<file path="config.mk">
export PLATFORM = sky130hd
export DESIGN_NAME = tsf_div
export DESIGN_NICKNAME = d
export VERILOG_FILES = /design/src/sv/tsf_pkg.sv /design/src/sv/tsf_div.sv
export SDC_FILE = /design/constraint.sdc
export NUM_CORES = 1
export LEC_CHECK = 0
export ABC_CLOCK_PERIOD_IN_PS = 8050
export BUFFER_PORTS_ARGS = -buffer_cell sky130_fd_sc_hd__buf_4
export CORE_MARGIN = 1
export CORE_UTILIZATION = 63
export CTS_CLUSTER_SIZE = 28
export DETAILED_ROUTE_END_ITERATION = 8
export HOLD_SLACK_MARGIN = 0.1
export PLACE_DENSITY_LB_ADDON = 0.05
export SLEW_MARGIN = 20
export SYNTH_ARGS = -nofsm -noshare
export SYNTH_HDL_FRONTEND = slang
export SYNTH_SLANG_ARGS = --single-unit
</file>
<file path="constraint.sdc">
create_clock -name clk -period 8.05 [get_ports clk]
set_input_delay 0.805 -clock clk [delete_from_list [all_inputs] [get_ports clk]]
set_output_delay 0.805 -clock clk [all_outputs]
set_load 0.05 [all_outputs]
</file>
<file path="src/sv/tsf_pkg.sv">
// Shared constants, types and helpers of the triangle scanline fill block.
`default_nettype none
package tsf_pkg;

    localparam int MAX_WIDTH  = 256;
    localparam int MAX_HEIGHT = 256;
    localparam int COL_W      = $clog2(MAX_WIDTH);
    localparam int ROW_W      = $clog2(MAX_HEIGHT);
    localparam int W_W        = $clog2(MAX_WIDTH + 1);
    localparam int H_W        = $clog2(MAX_HEIGHT + 1);
    localparam int FB_DEPTH   = MAX_WIDTH * MAX_HEIGHT;
    localparam int FB_AW      = $clog2(FB_DEPTH);

    localparam int CFG_IDX_W  = 2;
    localparam int CFG_DATA_W = 9;

    // divider operand widths
    localparam int DIV_NW = 45;
    localparam int DIV_DW = 34;

    typedef enum logic [CFG_IDX_W-1:0] {
        CFG_WIDTH  = 2'd0,
        CFG_HEIGHT = 2'd1,
        CFG_SHADE  = 2'd2
    } cfg_idx_t;

    typedef enum logic [1:0] {
        REQ_LOAD  = 2'd0,
        REQ_DRAW  = 2'd1,
        REQ_READ  = 2'd2,
        REQ_CLEAR = 2'd3
    } req_kind_t;

    typedef struct packed {
        logic signed [15:0] x;
        logic signed [15:0] y;
        logic [2:0][7:0]    c;   // c[0] red, c[1] green, c[2] blue
    } vtx_t;

    typedef struct packed {
        logic signed [31:0] lx;
        logic signed [31:0] rx;
        logic [2:0][25:0]   lc;
        logic [2:0][25:0]   rc;
    } span_t;

    typedef struct packed {
        logic                     start;
        logic signed [DIV_NW-1:0] num;
        logic [DIV_DW-1:0]        den;
    } div_req_t;

    typedef struct packed {
        logic                     done;
        logic signed [DIV_NW-1:0] quot;
    } div_rsp_t;

    // saturate an 8.16 colour to a byte
    function automatic logic [7:0] to_byte(input logic signed [33:0] c);
        logic [7:0] r;
        if (c < 0)
            r = 8'd0;
        else if (|c[33:24])
            r = 8'd255;
        else
            r = c[23:16];
        return r;
    endfunction

endpackage
`default_nettype wire

</file>
<file path="src/sv/tsf_div.sv">
// Iterative signed-by-unsigned divider, one quotient bit per cycle.
`default_nettype none
module tsf_div (
    input  logic              clk,
    input  logic              rst_n,
    input  tsf_pkg::div_req_t req,
    output tsf_pkg::div_rsp_t rsp
);
    import tsf_pkg::*;

    localparam int QW  = DIV_NW - 1;
    localparam int CNW = $clog2(QW + 1);

    logic [DIV_DW-1:0]   rem_reg;
    logic [QW-1:0]       quo_reg;
    logic [DIV_DW-1:0]   den_reg;
    logic                neg_reg;
    logic                busy_reg;
    logic                done_reg;
    logic [CNW-1:0]      cnt_reg;

    logic signed [DIV_NW-1:0] mag;
    logic [DIV_DW:0]          trial;
    logic                     ge;

    assign mag   = req.num[DIV_NW-1] ? -req.num : req.num;
    assign trial = {rem_reg, quo_reg[QW-1]};
    assign ge    = trial >= {1'b0, den_reg};

    always_ff @(posedge clk or negedge rst_n)
    begin
        if (!rst_n)
        begin
            busy_reg <= 1'b0;
            done_reg <= 1'b0;
            cnt_reg  <= '0;
        end
        else
        begin
            done_reg <= 1'b0;
            if (req.start)
            begin
                busy_reg <= 1'b1;
                cnt_reg  <= '0;
                rem_reg  <= '0;
                quo_reg  <= mag[QW-1:0];
                den_reg  <= req.den;
                neg_reg  <= req.num[DIV_NW-1];
            end
            else if (busy_reg)
            begin
                rem_reg <= ge ? DIV_DW'(trial - {1'b0, den_reg}) : trial[DIV_DW-1:0];
                quo_reg <= {quo_reg[QW-2:0], ge};
                cnt_reg <= cnt_reg + 1'b1;
                if (cnt_reg == CNW'(QW - 1))
                begin
                    busy_reg <= 1'b0;
                    done_reg <= 1'b1;
                end
            end
        end
    end

    assign rsp.done = done_reg;
    assign rsp.quot = neg_reg ? -$signed({1'b0, quo_reg}) : $signed({1'b0, quo_reg});
endmodule
`default_nettype wire

</file>
==> metrics.log <==
[metrics] status: completed
[metrics] Slew headroom: 0.325
[metrics] effective utilization at floorplan: 0.654
[metrics] final sum of negative setup slack: 0 ps
[metrics] arrival time of the worst setup path: between 3000 and 4000 ps
[metrics] Filler Cell Count: 942
[metrics] Fin Clk Skew: approximately 7.2 ps
[metrics] required time of the critical path: about 7200 ps
[metrics] # hold bufs at CTS: 0
[metrics] count of unique library cells instantiated by Yosys: 65
[metrics] latest clock arrival within the worst-skew pair: 420 ps
[metrics] buffers and inverters on the worst path: 1
[metrics] Post-Synthesis Cell Area: around 8800 um^2
[metrics] clock tree from TritonCTS: yes
[metrics] cells along the critical path: or4_4 -> nor4_4 -> nand2b_2 -> nor3b_4 -> nand4_1 -> or4_1 -> o31ai_2 -> xnor2_1 -> buf_4
[metrics] endpoints failing setup: 0
[metrics] leading cell types by total area after synthesis: sky130_fd_sc_hd__edfxtp_1 (39%), sky130_fd_sc_hd__xnor2_1 (6.4%), sky130_fd_sc_hd__ha_1 (5.3%), sky130_fd_sc_hd__xor2_1 (5.2%), sky130_fd_sc_hd__a21oi_1 (4.5%)
[metrics] Overall Global Routing Usage: 0.316
[metrics] number of DRC violations after detailed routing: 0
[metrics] depth of the CTS H-tree: 4
[metrics] maximum clock frequency: 0.224 GHz
[metrics] filler-free cell count of the finished design: about 1200
[metrics] core area: approximately 13000 um^2
[metrics] Min Clock Period, post-route: about 4500 ps
[metrics] routed vias: 7646
[metrics] Top FF cell, synth: sky130_fd_sc_hd__edfxtp_1
[metrics] num rows: 42
[metrics] antenna violations before repair: 0
[metrics] Period Utilization, post-route: 0.554
[metrics] pin count of the biggest net entering global routing: 78
[metrics] maximum buffer depth of the clock tree: 2
[metrics] max reg flops: 44
[metrics] number of enable-type register cells in the synthesized netlist: 113
[metrics] share of async-settable or async-resettable flops after synthesis: 0.0661
[metrics] cell type with the highest aggregate area in the netlist: sky130_fd_sc_hd__edfxtp_1
[metrics] Die H: about 120 um
[metrics] die outline area: around 14000 um^2
[metrics] Critical Path Start Type: register
[metrics] Inserted Clock Buffers: 17
[metrics] DR vias/cell: roughly 6.2
[metrics] post-synthesis register bit count: ~120
[metrics] post-placement cell count: about 1200
[metrics] Layout Area Growth over Synthesis: 18.4%
[metrics] ports placed on the boundary: roughly 130
[metrics] share of total power in combinational logic: 0.343
[metrics] number of sinks driven by the clock tree: around 120
[metrics] critical path capture point type: primary output
[metrics] Port-buffer cells: roughly 130
[metrics] Post-Syn Instances: roughly 950
[metrics] cell leakage power: roughly 4.1 nW
[metrics] final hold violations: 0
[metrics] reg2reg setup slack: around 4200 ps
[metrics] number of global-route vias before repair: around 7400
[metrics] setup repair after global routing missed its margin: no
[metrics] Iter 0 DRT Violations: about 830
[metrics] MaxCap Viol Count: 0
[metrics] number of diodes: 0
[metrics] relative contribution of sequential cells to total power: 0.346
[metrics] total of cells resized after clock tree synthesis: 0
[metrics] path category of the worst min-delay check: input pin to async pin
[metrics] root buffer cell: sky130_fd_sc_hd__clkbuf_16
[metrics] part of the total power dissipated in the clock network: 0.311
[metrics] Pins Over Slew Limit: 0
[metrics] P_sw: ~0.00085 W
[metrics] Worst Setup Path Type: register to primary output
[metrics] Max VDD drop: about 160 uV
[metrics] width of the die: approximately 120 um
[metrics] Seq/Total Area, Yosys: 0.408
[metrics] maximum fanout along the worst path: 8
[metrics] iteration count of the initial detailed-routing pass: 7
[metrics] fin nets: ~1200
[metrics] number of setup buffers added after CTS: 0
[metrics] placed wire-length estimate after detailed placement: 15300 um
[metrics] fraction of layout instances using a drive strength above 1: 0.174
[metrics] global-route wire length before repair: 35700 um
[metrics] number of nets produced by synthesis: around 1100
[metrics] worst slew pin tran: slightly above 1000 ps
[metrics] Synth top area share: 0.386
[metrics] Avg Synthesized Cell Area: 9.31 um^2
[metrics] drt wl/cell: around 18 um
[metrics] total wire length: approximately 22000 um
[metrics] Internal Dissipation: 0.00159 W
[metrics] overflow left after global routing: 0
[metrics] total power density per cell area: roughly 230 nW/um^2
[metrics] Final Wtd Congestion: approximately 0.94
[metrics] Max stage delay on crit path: 680 ps
[metrics] Switching Share: 0.348
[metrics] top cell family by delay on the critical path: simple AND/OR/NAND/NOR gates
[metrics] antenna-violating nets left: 0
[metrics] count of synthesis-stage warnings from yosys: 0
[metrics] clock transition time at the flip-flop clock pins of the worst setup and hold paths: 50 ps
[metrics] worst-path cell with the longest stage delay: sky130_fd_sc_hd__or4_1
[worst paths after layout]
path,startpoint,endpoint,depth (start not counted)
min,rst_n,busy_reg$_DFF_PN0_,1
max in group asynchronous,rst_n,cnt_reg[3]$_DFFE_PN0N_,1
min in group clk,cnt_reg[1]$_DFFE_PN0N_,cnt_reg[1]$_DFFE_PN0N_,2
max,quo_reg[12]$_DFFE_PP_,rsp[43],9
min reg2reg,cnt_reg[1]$_DFFE_PN0N_,cnt_reg[1]$_DFFE_PN0N_,2
max reg2reg,rem_reg[3]$_SDFFCE_PP0P_,rem_reg[20]$_SDFFCE_PP0P_,10
[layer usage]
layer	wire length (um)	global-route usage	up-vias	part of all wire
met5	0	0	-	0
met4	427	0.108	0	0.019
met3	1440	0.0656	45	0.065
met2	10800	0.531	306	0.49
met1	9380	0.404	3603	0.43
li1	-	-	3692	-
[power groups by stage]
stage | Clock (W) | Sequential [W] | Combinational, W
2_1_floorplan | 0 | 0.000832 | 0.000611
3_3_place_gp | 0 | 0.000847 | 0.000803
3_5_place_dp | 0 | 0.000850 | 0.000817
4_1_cts | 0.000760 | 0.000839 | 0.000827
5_1_grt | 0.000787 | 0.000849 | 0.000903
6_report | 0.000757 | 0.000841 | 0.000835
[cell usage in the layout (no fill, tap or decap), types with 4 or more instances in the layout]
master	Yosys	routed
sky130_fd_sc_hd__buf_4	2	134
sky130_fd_sc_hd__nand4_1	14	14
sky130_fd_sc_hd__clkbuf_8	0	4
sky130_fd_sc_hd__o31ai_1	28	28
sky130_fd_sc_hd__clkinv_2	0	4
sky130_fd_sc_hd__o41ai_1	15	15
sky130_fd_sc_hd__and2_1	5	5
sky130_fd_sc_hd__mux2_2	5	5
sky130_fd_sc_hd__o21bai_1	5	5
sky130_fd_sc_hd__nand2b_1	6	6
sky130_fd_sc_hd__nand3_1	19	19
sky130_fd_sc_hd__xnor2_1	64	64
sky130_fd_sc_hd__inv_1	50	50
sky130_fd_sc_hd__nor3_1	17	17
sky130_fd_sc_hd__nor4_1	5	5
sky130_fd_sc_hd__nand3b_1	4	4
sky130_fd_sc_hd__a211oi_1	12	12
sky130_fd_sc_hd__or4_1	8	8
sky130_fd_sc_hd__a31oi_1	8	8
sky130_fd_sc_hd__nor2b_1	9	8
sky130_fd_sc_hd__o22ai_1	6	6
sky130_fd_sc_hd__nand2_1	76	76
sky130_fd_sc_hd__o21ai_0	65	65
sky130_fd_sc_hd__ha_1	37	37
sky130_fd_sc_hd__xor2_1	52	52
sky130_fd_sc_hd__or3_1	13	13
sky130_fd_sc_hd__a32oi_1	11	11
sky130_fd_sc_hd__nor2_1	89	88
sky130_fd_sc_hd__mux2i_1	14	14
sky130_fd_sc_hd__clkbuf_16	0	17
sky130_fd_sc_hd__a21o_1	9	9
sky130_fd_sc_hd__dfrtp_1	8	8
sky130_fd_sc_hd__edfxtp_1	113	113
sky130_fd_sc_hd__a21oi_1	79	79
[cell type report]
type                            instances  area [um^2]  share of cell area
Clock buffer                           24          492              0.0472
Clock inverter                          8         95.1             0.00913
Multi-Input combinational cell        722         4820               0.463
Sequential cell                       121         3590               0.345
Inverter                               50          188              0.0180
Tap cell                              176          220              0.0211
Timing Repair Buffer                  134         1010              0.0966
[cell families (layout without fill, tap and decap cells)]
group | Yosys count | count (layout) | share of synthesized area
fa+ha+maj | 38 | 38 | 0.0549
xor+xnor | 116 | 116 | 0.115
flops | 121 | 121 | 0.408
compound gates | 266 | 266 | 0.194
buf+inv | 102 | 216 | 0.0448
mux | 19 | 19 | 0.0223
simple gates | 283 | 283 | 0.160
[synth_stat cells (all sizes together), types with 8 or more instances]
library cell	instances
ha	37
xnor2	64
xor2	52
nand3	19
a211oi	12
dfrtp	8
clkbuf	44
o41ai	16
inv	50
nor2	89
a31oi	8
nand2	76
nor3	17
nand4	14
nor2b	9
o21ai	66
edfxtp	113
buf	8
or3	13
or4	10
a21o	9
o31ai	31
mux2i	14
a21oi	79
a32oi	11
[per-stage QoR]
stage | power, W | util | area, um^2 | hold slack [ps] | worst slack (ps)
2_1_floorplan | 0.00144 | - | 8800 | 509 | 4290
5_1_grt | 0.00254 | 0.774 | 10400 | 426 | 3350
3_5_place_dp | 0.00167 | 0.731 | 9830 | 545 | 4040
6_report | 0.00243 | 0.774 | 10400 | 415 | 3590
4_1_cts | 0.00243 | 0.774 | 10400 | 406 | 3570
3_3_place_gp | 0.00165 | 0.731 | 9830 | 531 | 4150
(Power assumes the default switching activity.)
